===== src/rtl/core/nrdiv_pkg.sv =====
// Shared types and constants of the non-restoring integer divider.
package nrdiv_pkg;

   // Operand and result width of the divider.
   localparam int DATA_WIDTH = 32;
   // Partial remainder width: sign bit plus one guard bit above the data.
   localparam int REM_WIDTH  = DATA_WIDTH + 2;
   // Iteration counter width.
   localparam int CNT_WIDTH  = $clog2(DATA_WIDTH);
   // Last iteration index.
   localparam logic [CNT_WIDTH-1:0] LAST_ITER = CNT_WIDTH'(DATA_WIDTH - 1);

   // Function code bit positions.
   localparam int FUNC_REM_BIT    = 0;
   localparam int FUNC_SIGNED_BIT = 1;

   // Datapath step selected by the sequencer in the current cycle.
   typedef enum logic [2:0] {
      STEP_IDLE,
      STEP_LOAD,
      STEP_NEG_A,
      STEP_NEG_B,
      STEP_ITER,
      STEP_CORR,
      STEP_FIX
   } step_type;

   // Sequencer states.
   typedef enum logic [2:0] {
      ST_IDLE,
      ST_NEG_A,
      ST_NEG_B,
      ST_ITER,
      ST_CORR,
      ST_FIX
   } state_type;

   // Control word from the sequencer to the datapath.
   typedef struct packed {
      step_type step;
   } ctrl_type;

endpackage


===== src/rtl/core/nrdiv_ctrl.sv =====
// Sequencer of the divider: walks one word through load, sign, iterate, correct and fix-up steps.
module nrdiv_ctrl (
   input  logic               clock,
   input  logic               reset,
   input  logic               req_valid,
   input  logic               out_busy,
   output logic               req_stall,
   output nrdiv_pkg::ctrl_type ctrl
);

   nrdiv_pkg::state_type                state_ff, state_in;
   logic [nrdiv_pkg::CNT_WIDTH-1:0]     cnt_ff, cnt_in;

   always_ff @(posedge clock) begin
      if (reset) begin
         state_ff <= nrdiv_pkg::ST_IDLE;
         cnt_ff   <= '0;
      end else begin
         state_ff <= state_in;
         cnt_ff   <= cnt_in;
      end
   end

   always_comb begin
      state_in  = state_ff;
      cnt_in    = cnt_ff;
      req_stall = 1'b1;
      ctrl.step = nrdiv_pkg::STEP_IDLE;
      case (state_ff)
         nrdiv_pkg::ST_IDLE: begin
            req_stall = 1'b0;
            cnt_in    = '0;
            if (req_valid) begin
               ctrl.step = nrdiv_pkg::STEP_LOAD;
               state_in  = nrdiv_pkg::ST_NEG_A;
            end
         end
         nrdiv_pkg::ST_NEG_A: begin
            ctrl.step = nrdiv_pkg::STEP_NEG_A;
            state_in  = nrdiv_pkg::ST_NEG_B;
         end
         nrdiv_pkg::ST_NEG_B: begin
            ctrl.step = nrdiv_pkg::STEP_NEG_B;
            state_in  = nrdiv_pkg::ST_ITER;
         end
         nrdiv_pkg::ST_ITER: begin
            ctrl.step = nrdiv_pkg::STEP_ITER;
            cnt_in    = cnt_ff + 1'b1;
            if (cnt_ff == nrdiv_pkg::LAST_ITER) begin
               state_in = nrdiv_pkg::ST_CORR;
            end
         end
         nrdiv_pkg::ST_CORR: begin
            ctrl.step = nrdiv_pkg::STEP_CORR;
            state_in  = nrdiv_pkg::ST_FIX;
         end
         nrdiv_pkg::ST_FIX: begin
            // Wait here until the output register can take the word.
            if (!out_busy) begin
               ctrl.step = nrdiv_pkg::STEP_FIX;
               state_in  = nrdiv_pkg::ST_IDLE;
            end
         end
         default: begin
            state_in = nrdiv_pkg::ST_IDLE;
         end
      endcase
   end

endmodule


===== src/rtl/core/nrdiv_dp.sv =====
// Datapath of the divider: operand registers around one shared add/subtract unit.
module nrdiv_dp (
   input  logic                             clock,
   input  nrdiv_pkg::ctrl_type              ctrl,
   input  logic [1:0]                       req_func,
   input  logic [nrdiv_pkg::DATA_WIDTH-1:0] req_dividend,
   input  logic [nrdiv_pkg::DATA_WIDTH-1:0] req_divisor,
   output logic [nrdiv_pkg::DATA_WIDTH-1:0] fix_result,
   output logic                             fix_dz
);

   localparam int W  = nrdiv_pkg::DATA_WIDTH;
   localparam int RW = nrdiv_pkg::REM_WIDTH;

   logic [RW-1:0] rem_ff, rem_in;
   logic [W-1:0]  quo_ff, quo_in;
   logic [W-1:0]  div_ff, div_in;
   logic          want_rem_ff, want_rem_in;
   logic          neg_a_ff, neg_a_in;
   logic          neg_b_ff, neg_b_in;
   logic          signed_ff, signed_in;
   logic          dz_ff, dz_in;

   logic [RW-1:0] add_a, add_b, add_sum;
   logic          add_sub;
   logic [W-1:0]  res_sel;
   logic          fix_neg;

   always_ff @(posedge clock) begin
      rem_ff      <= rem_in;
      quo_ff      <= quo_in;
      div_ff      <= div_in;
      want_rem_ff <= want_rem_in;
      neg_a_ff    <= neg_a_in;
      neg_b_ff    <= neg_b_in;
      signed_ff   <= signed_in;
      dz_ff       <= dz_in;
   end

   // The single shared adder; subtraction inverts the second operand and carries in one.
   assign add_sum = add_a + (add_b ^ {RW{add_sub}}) + RW'(add_sub);

   assign res_sel = want_rem_ff ? rem_ff[W-1:0] : quo_ff;

   // A remainder takes the dividend's sign. A quotient is negated when the signs differ,
   // except on a zero divisor, where it stays all ones.
   assign fix_neg = signed_ff &
                    (want_rem_ff ? neg_a_ff : ((neg_a_ff ^ neg_b_ff) & ~dz_ff));

   assign fix_result = add_sum[W-1:0];
   assign fix_dz     = dz_ff;

   always_comb begin
      add_a   = '0;
      add_b   = '0;
      add_sub = 1'b0;
      case (ctrl.step)
         nrdiv_pkg::STEP_NEG_A: begin
            add_b   = {2'b00, quo_ff};
            add_sub = 1'b1;
         end
         nrdiv_pkg::STEP_NEG_B: begin
            add_b   = {2'b00, div_ff};
            add_sub = 1'b1;
         end
         nrdiv_pkg::STEP_ITER: begin
            add_a   = {rem_ff[RW-2:0], quo_ff[W-1]};
            add_b   = {2'b00, div_ff};
            add_sub = ~rem_ff[RW-1];
         end
         nrdiv_pkg::STEP_CORR: begin
            add_a = rem_ff;
            add_b = {2'b00, div_ff};
         end
         nrdiv_pkg::STEP_FIX: begin
            add_b   = {2'b00, res_sel};
            add_sub = fix_neg;
         end
         default: begin
            add_a = '0;
         end
      endcase
   end

   always_comb begin
      rem_in      = rem_ff;
      quo_in      = quo_ff;
      div_in      = div_ff;
      want_rem_in = want_rem_ff;
      neg_a_in    = neg_a_ff;
      neg_b_in    = neg_b_ff;
      signed_in   = signed_ff;
      dz_in       = dz_ff;
      case (ctrl.step)
         nrdiv_pkg::STEP_LOAD: begin
            rem_in      = '0;
            quo_in      = req_dividend;
            div_in      = req_divisor;
            want_rem_in = req_func[nrdiv_pkg::FUNC_REM_BIT];
            signed_in   = req_func[nrdiv_pkg::FUNC_SIGNED_BIT];
            neg_a_in    = req_func[nrdiv_pkg::FUNC_SIGNED_BIT] & req_dividend[W-1];
            neg_b_in    = req_func[nrdiv_pkg::FUNC_SIGNED_BIT] & req_divisor[W-1];
            dz_in       = (req_divisor == '0);
         end
         nrdiv_pkg::STEP_NEG_A: begin
            if (neg_a_ff) begin
               quo_in = add_sum[W-1:0];
            end
         end
         nrdiv_pkg::STEP_NEG_B: begin
            if (neg_b_ff) begin
               div_in = add_sum[W-1:0];
            end
         end
         nrdiv_pkg::STEP_ITER: begin
            rem_in = add_sum;
            quo_in = {quo_ff[W-2:0], ~add_sum[RW-1]};
         end
         nrdiv_pkg::STEP_CORR: begin
            if (rem_ff[RW-1]) begin
               rem_in = add_sum;
            end
         end
         default: begin
            rem_in = rem_ff;
         end
      endcase
   end

endmodule


===== src/rtl/core/nonrestoring_int_divider_core.sv =====
// Top level of the radix-2 non-restoring integer divider with its output register.
//
//   channel | direction | handshake            | payload
//   req     | in        | req_valid/req_stall  | req_func, req_dividend, req_divisor
//   rsp     | out       | rsp_valid/rsp_stall  | rsp_result, rsp_divide_by_zero
//
// A word is taken in the idle state and then occupies the shared adder for these steps:
// one to negate the dividend, one to negate the divisor, 32 quotient-bit iterations,
// one remainder correction and one sign fix-up that writes the output register.
// No new word is accepted until the sequencer is back in the idle state, after the
// fix-up step of the last word.
// Reset is synchronous and clears only the sequencer and the output valid flag.
// While a finished word sits stalled in the output register the next word is still
// worked on; it waits in its final step until the register is free.
module nonrestoring_int_divider_core (
   input  logic                             clock,
   input  logic                             reset,
   input  logic                             req_valid,
   output logic                             req_stall,
   input  logic [1:0]                       req_func,
   input  logic [nrdiv_pkg::DATA_WIDTH-1:0] req_dividend,
   input  logic [nrdiv_pkg::DATA_WIDTH-1:0] req_divisor,
   output logic                             rsp_valid,
   input  logic                             rsp_stall,
   output logic [nrdiv_pkg::DATA_WIDTH-1:0] rsp_result,
   output logic                             rsp_divide_by_zero
);

   nrdiv_pkg::ctrl_type                 ctrl;
   logic [nrdiv_pkg::DATA_WIDTH-1:0]    fix_result;
   logic                                fix_dz;
   logic                                out_busy;
   logic                                out_write;

   logic                                rsp_valid_ff, rsp_valid_in;
   logic [nrdiv_pkg::DATA_WIDTH-1:0]    rsp_result_ff, rsp_result_in;
   logic                                rsp_dz_ff, rsp_dz_in;

   // The output register is busy only while it holds a word the receiver is stalling.
   assign out_busy  = rsp_valid_ff & rsp_stall;
   assign out_write = (ctrl.step == nrdiv_pkg::STEP_FIX);

   nrdiv_ctrl u_ctrl (
      .clock     (clock),
      .reset     (reset),
      .req_valid (req_valid),
      .out_busy  (out_busy),
      .req_stall (req_stall),
      .ctrl      (ctrl)
   );

   nrdiv_dp u_dp (
      .clock        (clock),
      .ctrl         (ctrl),
      .req_func     (req_func),
      .req_dividend (req_dividend),
      .req_divisor  (req_divisor),
      .fix_result   (fix_result),
      .fix_dz       (fix_dz)
   );

   // The sign fix-up result goes straight into the output register; the valid flag
   // drops once the receiver takes the word and no new one is written.
   always_comb begin
      rsp_valid_in  = out_write | (rsp_valid_ff & rsp_stall);
      rsp_result_in = out_write ? fix_result : rsp_result_ff;
      rsp_dz_in     = out_write ? fix_dz : rsp_dz_ff;
   end

   always_ff @(posedge clock) begin
      if (reset) begin
         rsp_valid_ff <= 1'b0;
      end else begin
         rsp_valid_ff <= rsp_valid_in;
      end
   end

   always_ff @(posedge clock) begin
      rsp_result_ff <= rsp_result_in;
      rsp_dz_ff     <= rsp_dz_in;
   end

   assign rsp_valid          = rsp_valid_ff;
   assign rsp_result         = rsp_result_ff;
   assign rsp_divide_by_zero = rsp_dz_ff;

endmodule

===== config.mk =====
export PLATFORM = sky130hd
export DESIGN_NAME = nonrestoring_int_divider_core
export DESIGN_NICKNAME = d
export VERILOG_FILES = /design/src/rtl/core/nrdiv_pkg.sv /design/src/rtl/core/nrdiv_ctrl.sv /design/src/rtl/core/nrdiv_dp.sv /design/src/rtl/core/nonrestoring_int_divider_core.sv
export SDC_FILE = /design/constraint.sdc
export NUM_CORES = 1
export LEC_CHECK = 0
export ABC_AREA = 1
export BUFFER_PORTS_ARGS = -buffer_cell sky130_fd_sc_hd__buf_4
export CORE_MARGIN = 5
export CORE_UTILIZATION = 30
export CTS_BUF_LIST = sky130_fd_sc_hd__clkbuf_4
export CTS_CLUSTER_DIAMETER = 30
export CTS_CLUSTER_SIZE = 25
export DETAILED_ROUTE_END_ITERATION = 7
export GPL_ROUTABILITY_DRIVEN = 0
export SETUP_SLACK_MARGIN = 0.05
export SLEW_MARGIN = 20
export SYNTH_ARGS = -nofsm -noshare
export SYNTH_HDL_FRONTEND = slang
export SYNTH_HIERARCHICAL = 1
export SYNTH_SLANG_ARGS = --single-unit

===== constraint.sdc =====
create_clock -name clock -period 4.3 [get_ports clock]
set_input_delay 0.86 -clock clock [delete_from_list [all_inputs] [get_ports clock]]
set_output_delay 0.86 -clock clock [all_outputs]
set_load 0.005 [all_outputs]

==> results.py, run 1 <==
metrics = {
    "global_route": {
        "grt_max_degree": 59,
        "grt_first_pass_wirelength_um": 49670,
        "track_usage_pct": 17.81,
        "grt_overflow_total": 0,
        "first_global_vias": 9249,
        "grt_antenna_before_repair": 1,
    },
    "synth": {
        "syn_nets": 1251,
        "synth_common_cells": "nand2_1, inv_1, edfxtp_1",
        "post-synth-top-area-cell": "edfxtp_1",
        "netlist_area_um2": 9559,
        "synth-seq-cells": 145,
        "yosysSeqAreaShare_pct": 44.61,
        "synthTopCellsByArea": "edfxtp_1, nand2_1, inv_1, ha_1, xor2_1",
        "yosysUniqueCellTypes": 48,
        "yosys_warnings": 6,
        "yosys.cell_count.top_type": "nand2_1",
        "synth_top_flop_cell": "edfxtp_1",
        "avgSynthCellArea_um2": 8.341,
        "syn_inst": 1146,
        "synth_top_cell_area_share_pct": 42.72,
        "async_reset_ff_share_pct": 0,
        "synth_edf_count": 136,
    },
    "critical_path": {
        "crit_type": "register to register",
        "required_ns": 4.63,
        "crit_buf_inv": 8,
        "cp.arrival_ns": 4.52,
        "r2r_slack_ns": 0.11,
        "critPathSlowestCell": "dfxtp_2",
        "cpPeakStageDelay_ns": 0.38,
        "critPathTopFamily": "simple AND/OR/NAND/NOR gates",
        "path_max_fanout": 7,
        "worstSetupEndpointType": "register",
        "cp-start-kind": "register",
    },
    "detailed_routing": {
        "wl_per_cell_um": 18.31,
        "antenna_left": 0,
        "routed_wl_um": 34370,
        "drc_errors": 0,
        "vias": 9391,
        "viasPerCell": 5.003,
        "drt_iter0_drc": 806,
        "first_pass_iters": 6,
    },
    "timing": {
        "timing.fmax_ghz": 0.2385,
        "max_slew_margin_pct": 53.13,
        "maxSlewViolCount": 0,
        "rsz0062_at_grt": "true",
        "fin_crit_sh_pct": 97.51,
        "post-route-min-period_ns": 4.193,
        "hold_viol": 0,
        "tightest_slew_ns": 0.6966,
        "setup_viol": 0,
        "fin_worst_skew_ns": 0.02624,
    },
    "floorplan": {
        "dieArea_um2": 35530,
        "die_h_um": 188.5,
        "io_pins": 105,
        "fp.dieW_um": 188.5,
        "start_util_pct": 30.37,
        "rows": 65,
        "coreArea_um2": 31470,
    },
    "cts": {
        "cts.sinks": 145,
        "clk_pin_slew_ns": 0.15,
        "cts-buffers-inserted": 17,
        "clk_path_buf_depth": 2,
        "cts_tree": "done",
        "postCtsHoldBufs": 0,
        "clock_latency_ns": 0.60,
        "cts-htree-levels": 4,
        "cts_root_buffer": "clkbuf_4",
    },
    "worst_hold_path": {
        "min_path_type": "input port to register",
    },
    "layout": {
        "final-seq-area_um2": 4268,
        "finalNetCount": 1566,
        "multi_input_area_um2": 5201,
        "syn2layout_area_growth_pct": 42.50,
        "final_layout_size_suffix_gt1_share_pct": 39.82,
        "nFillCells": 3054,
        "fin_util_pct": 43.28,
    },
    "flow_run": {
        "drv_cap": 0,
    },
    "placement": {
        "portBuffers": 104,
        "hpwl_um": 24260,
    },
    "outcome": {
        "status": "finished clean",
    },
}
## flip-flops by register name, summed over array words and instances, names as in the netlist
name / count
u_dp/rem_ff: 34
u_dp/quo_ff: 32
u_dp/neg_a_ff: 1
u_dp/signed_ff: 1
u_ctrl/state_ff: 3
u_dp/fix_dz: 1
u_ctrl/cnt_ff: 5
u_dp/div_ff: 32
u_dp/want_rem_ff: 1
u_dp/neg_b_ff: 1
rsp_result: 32
rsp_valid: 1
rsp_divide_by_zero: 1
## repair_timing
item	in CTS	in global routing
setup buffers	1	35
setup endpoints to repair	14	96
pin swaps	1	84
cloned	0	5
gates resized for setup	9	209
## cells by family after synthesis
group | synth area share, %
AO/OA/AOI/OAI | 16.30
XOR/XNOR | 5.157
adder cells (fa/ha/maj) | 4.660
buffers and inverters | 8.612
flip-flops | 44.61
AND/OR/NAND/NOR | 20.67
## path summary, 6_finish.rpt
check / startpoint / end / cells past startpoint
setup reg to reg: u_ctrl/cnt_ff[1] / u_dp/div_ff[28] / 29
setup / recovery: u_ctrl/cnt_ff[1] / u_dp/div_ff[28] / 29
hold reg to reg: u_dp/fix_dz / rsp_divide_by_zero / 0
hold / removal: reset / rsp_valid / 2
## worst reg2reg max path: cells and delay by family, from the launching register on
kind	cells	cell delay (ns)
buffers and inverters	8	0.88
AO/OA/AOI/OAI	3	0.30
AND/OR/NAND/NOR	14	1.56
adder cells (fa/ha/maj)	3	0.66
XOR/XNOR	1	0.17
flip-flops	1	0.38
## routing by layer
| layer | track usage (%) | share of wire [%] |
|---|---|---|
| met5 | 0 | 0 |
| met2 | 29.64 | 48 |
| met4 | 5.549 | 1.8 |
| met3 | 3.464 | 6.9 |
| met1 | 23.52 | 43 |
## cell type report
type / count / area share, %
multi-input cells: 783 / 38.18
flip-flops and latches: 145 / 31.33
repair buffers: 334 / 19.88
inverters: 180 / 5.024
well taps: 402 / 3.692
clock buffers: 17 / 0.9369
clock inverters: 15 / 0.9369
diodes: 1 / 0.01837
## stage by stage
| step | TNS [ns] | setup WS (ns) | area, µm² | hold WS, ns | std cells |
|---|---|---|---|---|---|
| after global routing | -1.214 | -0.1262 | 13620 | 0.4210 | 1877 |
| after detailed placement | -19.30 | -0.4723 | 12220 | 0.4577 | 1803 |
| after global placement | -13.03 | -0.3897 | 12220 | 0.4437 | 1803 |
| after floorplan | 0 | 0.08214 | 9569 | 0.4268 | 1146 |
| final | 0 | 0.1072 | 13620 | 0.4433 | 1877 |
| after CTS | 0 | 0.01973 | 12510 | 0.4016 | 1836 |
## cells in the final DEF (no fill, tap or decap), drive strengths merged, types with 3 or more instances in the layout
cell    count
a22oi      35
a21boi      3
ha         34
nand2     267
nand4       7
nor2       98
o22ai      35
nand3      50
a31oi       5
nor4        8
nor3        8
xnor2       3
o221ai      6
a221oi      7
a21oi      44
nand3b      3
clkinv     12
buf       330
xor2       49
a21o        3
dfxtp       9
o211ai     14
o21bai     11
edfxtp    136
o21ai      82
clkbuf     21
inv       182
Power of run 1 is left out: the tool's default activity adds up to more than one toggle a clock period on the data nets, which glitch-free logic cannot reach.
==> run 2: changes to the inputs <==
- REMOVE_ABC_BUFFERS: default -> 1
- SETUP_SLACK_MARGIN: 0.05 -> 0.2
==> run 2 against run 1 <==
Compared with the run above: register-to-register slack improved by 0.07 ns; critical path depth shrank 1; hold slack worse by 0.0047 ns; setup slack improved by 0.065 ns; routed wire length is 4.0% lower; die area did not move; cell area up 2.6%; fmax is 1.6% higher; non-clock buffer count is 28 lower; core utilization rose by 1.1 points; critical path type unchanged; critical endpoint unchanged; largest cell class unchanged.
==> results.py, run 2 (synthesized netlist as in run 1, its figures left out) <==
metrics = {
    "critical_path": {
        "path_max_fanout": 12,
        "r2r_slack_ns": 0.17,
        "worstReg2RegEnd": "u_dp/div_ff[28]",
        "cp-start-kind": "register",
        "worstSetupEndpointType": "register",
        "crit_end": "u_dp/div_ff[28]",
        "crit_type": "register to register",
        "required_ns": 4.64,
        "cpPeakStageDelay_ns": 0.39,
        "r2r_start": "u_ctrl/cnt_ff[0]",
        "worstRegToRegCells": 28,
        "cp.arrival_ns": 4.46,
        "startpoint": "u_ctrl/cnt_ff[0]",
        "critPathSlowestCell": "ha_1",
    },
    "placement": {
        "detailedPlace.worstSlack_ns": -0.4810,
        "portBuffers": 104,
        "hpwl_um": 23030,
        "placed_cells": 1787,
    },
    "cts": {
        "cts_root_buffer": "clkbuf_4",
        "clk_path_buf_depth": 2,
        "cts-buffers-inserted": 17,
        "clk_pin_slew_ns": 0.16,
        "postCtsHoldBufs": 0,
        "clock_latency_ns": 0.60,
        "cts.sinks": 145,
        "cts-htree-levels": 4,
        "cts_tree": "done",
    },
    "layout": {
        "syn2layout_area_growth_pct": 46.15,
        "regMostFlops": "u_dp/rem_ff",
        "largest_reg_flops": 34,
        "final_layout_size_suffix_gt1_share_pct": 44.40,
        "nFillCells": 2975,
        "fin_util_pct": 44.39,
        "final_common_cell": "buf_4",
        "finalNonFillerCells": 1849,
        "finalNetCount": 1538,
        "final-seq-area_um2": 4268,
        "multi_input_area_um2": 5739,
        "mostFrequentLayoutCells": "buf_4, nand2_1, inv_1",
    },
    "flow_run": {
        "drv_cap": 0,
    },
    "timing": {
        "max_slew_margin_pct": 44.82,
        "hold_viol": 0,
        "setup_viol": 0,
        "maxSlewViolCount": 0,
        "fin_worst_skew_ns": 0.04902,
        "post-route-min-period_ns": 4.128,
        "fin_crit_sh_pct": 95.99,
        "tightest_slew_ns": 0.8225,
        "rsz0062_at_grt": "true",
        "hold-worst-slack_ns": 0.4386,
        "fin_ws_ns": 0.1725,
        "timing.fmax_ghz": 0.2423,
    },
    "detailed_routing": {
        "vias": 9285,
        "first_pass_iters": 5,
        "viasPerCell": 5.022,
        "drt_iter0_drc": 706,
        "drc_errors": 0,
        "wl_per_cell_um": 17.85,
        "routed_wl_um": 33010,
        "antenna_left": 0,
    },
    "global_route": {
        "track_usage_pct": 17.36,
        "grt_max_degree": 59,
        "grt_first_pass_wirelength_um": 48940,
        "grt_overflow_total": 0,
        "first_global_vias": 9015,
        "grt_antenna_before_repair": 1,
    },
    "floorplan": {
        "coreArea_um2": 31470,
        "fp.dieW_um": 188.5,
        "rows": 65,
        "start_util_pct": 30.37,
        "dieArea_um2": 35530,
        "die_h_um": 188.5,
        "io_pins": 105,
    },
    "worst_hold_path": {
        "min_path_type": "input port to register",
        "hp-start": "reset",
    },
    "outcome": {
        "status": "finished clean",
    },
}
run 2: cell types whose count changed in the layout (fill, tap and decap cells not counted), moves of 8 or more:
cell,delta
nor2_1,-10
nand2_2,+8
buf_6,+17
buf_4,-39
inv_2,+18
nand2_4,+10
nand2_1,-18
inv_1,-19
run 2: layer usage:
metal | vias to the layer above | wire length [µm] | GRT usage (%) | part of all wire, %
met1 | 4453 | 14710 | 23.58 | 45
met4 | 0 | 640 | 4.680 | 1.9
met2 | 331 | 15730 | 28.35 | 48
met3 | 41 | 1928 | 3.520 | 5.8
li1 | 4460 | - | - | -
met5 | - | 0 | 0 | 0
run 2: repair_timing:
action | CTS | global route
endpoints found under the setup margin | 82 | 103
gates resized for setup | 73 | 293
hold endpoints to repair | 0 | 0
pin swaps | 18 | 66
setup buffers | 8 | 21
run 2: stage by stage:
step	TNS [ns]	cell area, µm²
after floorplan	-108.97	9412
after global placement	-17.93	12080
after detailed placement	-22.31	12080
after CTS	0	12670
after global routing	-0.5715	13970
final	0	13970
run 2: layout make-up:
cell class | count | share of cell area [%]
sequential | 145 | 30.55
clock buffer | 19 | 1.021
tap | 402 | 3.600
multi-input combinational | 783 | 41.08
inverter | 180 | 4.917
timing repair buffer | 306 | 17.83
antenna | 1 | 0.01791
clock inverter | 13 | 0.9851
run 2: worst min path at each step:
stage | to | slack (ns) | depth (start not counted)
floorplan | rsp_divide_by_zero | 0.43 | 0
global placement | rsp_divide_by_zero | 0.44 | 0
detailed placement | rsp_divide_by_zero | 0.44 | 0
CTS | rsp_valid | 0.38 | 2
global route | u_dp/want_rem_ff | 0.39 | 1
finish | rsp_valid | 0.44 | 2
run 2: critical path, delay by kind of cell (launching register included):
family	cells	cell delay (ns)
AO/OA/AOI/OAI	3	0.34
buffers and inverters	6	0.61
flip-flops	1	0.38
adder cells (fa/ha/maj)	3	0.67
XOR/XNOR	1	0.17
AND/OR/NAND/NOR	15	1.70
Power of run 2 is left out for the same reason.
==> run 3: changes to the inputs <==
- REMOVE_ABC_BUFFERS: 1 -> default
==> run 3 against run 2 <==
Compared with the run above: register-to-register slack about the same; cell count grew 1.2%; global-route usage is 1.1 points higher; critical endpoint is now u_dp/div_ff[18]; first-iteration DRC count decreased by 1.4%; routed wire length rose by 7.8%; cell area is 1.9% higher; fmax grew 0.20%; critical path depth increased by 2; hold slack better by 0.019 ns; clock skew fell by 0.014 ns.
==> results.py, run 3 (synthesized netlist as in run 1, its figures left out) <==
metrics = {
    "global_route": {
        "grt_max_degree": 59,
        "first_global_vias": 9277,
        "grt_first_pass_wirelength_um": 51320,
        "track_usage_pct": 18.42,
        "grt_overflow_total": 0,
        "grt_antenna_before_repair": 1,
    },
    "timing": {
        "max_slew_margin_pct": 42.28,
        "setup_viol": 0,
        "hold-worst-slack_ns": 0.4573,
        "timing.fmax_ghz": 0.2428,
        "fin_ws_ns": 0.1806,
        "post-route-min-period_ns": 4.119,
        "fin_tns_setup_ns": 0,
        "hold_viol": 0,
        "maxSlewViolCount": 0,
        "fin_crit_sh_pct": 95.80,
        "tightest_slew_ns": 0.8649,
        "fin_worst_skew_ns": 0.03471,
        "rsz0062_at_grt": "true",
    },
    "critical_path": {
        "crit_type": "register to register",
        "cp.arrival_ns": 4.43,
        "path_max_fanout": 8,
        "worstSetupEndpointType": "register",
        "required_ns": 4.61,
        "cp_common_cell": "nand2_2",
        "critPathSlowestCell": "dfxtp_2",
        "crit_buf_inv": 7,
        "critPathTopFamily": "simple AND/OR/NAND/NOR gates",
        "cp-start-kind": "register",
        "cpPeakStageDelay_ns": 0.37,
    },
    "worst_hold_path": {
        "min_path_type": "input port to register",
    },
    "flow_run": {
        "drv_cap": 0,
    },
    "layout": {
        "mostFrequentLayoutCells": "buf_4, nand2_1, inv_1",
        "regMostFlops": "u_dp/rem_ff",
        "fin_util_pct": 45.24,
        "finalNetCount": 1560,
        "largest_reg_flops": 34,
        "final_common_cell": "buf_4",
        "syn2layout_area_growth_pct": 48.95,
        "final_layout_size_suffix_gt1_share_pct": 44.41,
    },
    "cts": {
        "cts.sinks": 145,
        "cts-buffers-inserted": 17,
        "clock_latency_ns": 0.59,
        "clk_path_buf_depth": 2,
        "cts_root_buffer": "clkbuf_4",
        "cts-htree-levels": 4,
        "postCtsHoldBufs": 0,
        "cts_tree": "done",
        "clk_pin_slew_ns": 0.14,
    },
    "floorplan": {
        "start_util_pct": 30.37,
        "fp.dieW_um": 188.5,
        "dieArea_um2": 35530,
        "die_h_um": 188.5,
        "coreArea_um2": 31470,
        "io_pins": 105,
        "rows": 65,
    },
    "detailed_routing": {
        "first_pass_iters": 5,
        "wl_per_cell_um": 19.01,
        "routed_wl_um": 35570,
        "viasPerCell": 5.112,
        "antenna_left": 0,
        "drt_iter0_drc": 696,
        "drc_errors": 0,
        "vias": 9564,
    },
    "outcome": {
        "status": "finished clean",
    },
    "placement": {
        "hpwl_um": 24060,
        "detailedPlace.worstSlack_ns": -0.4370,
        "portBuffers": 104,
    },
}
-- run 3: cell types whose count changed in the layout (fill, tap and decap cells not counted), sizes merged --
cell	change
buf	+19
bufbuf	+1
bufinv	+4
clkbuf	+1
clkinv	+1
clkinvlp	-4
-- run 3: repair_timing --
item                       4_1_cts  5_1_grt
pin swaps                       10      110
setup endpoints to repair       79       96
cloned                           3        1
setup buffers                   13       33
resized for setup               45      291
-- run 3: worst paths after layout --
check / start / to / slack [ns] / depth (start not counted)
worst max register to register: u_ctrl/cnt_ff[1] / u_dp/div_ff[18] / 0.18 / 30
worst min register to register: u_dp/fix_dz / rsp_divide_by_zero / 0.49 / 0
worst max-delay path: u_ctrl/cnt_ff[1] / u_dp/div_ff[18] / 0.18 / 30
worst min-delay path: req_func[0] / u_dp/want_rem_ff / 0.46 / 1
-- run 3: cell type report --
type                    count  area [µm²]
fillers                  2983       17240
repair buffers            327        2731
well taps                 402       503.0
repair inverters            1       8.758
clock buffers              19       142.6
multi-input cells         783        5640
inverters                 180       703.2
flip-flops and latches    145        4272
diodes                      1       2.502
clock inverters            13       235.2
-- run 3: per-layer routing --
metal	GRT usage, %	wire length (µm)	part of all wire (%)
met5	0	0	0
met4	4.652	593	1.7
met3	3.687	2645	7.4
met2	30.63	17390	49
met1	24.74	14950	42
-- run 3: through the flow --
stage,cells,area [µm²]
6_report,1871,14240
5_1_grt,1871,14240
4_1_cts,1836,12840
3_5_place_dp,1788,12160
3_3_place_gp,1788,12160
2_1_floorplan,1146,9615
Power of run 3 is left out for the same reason.
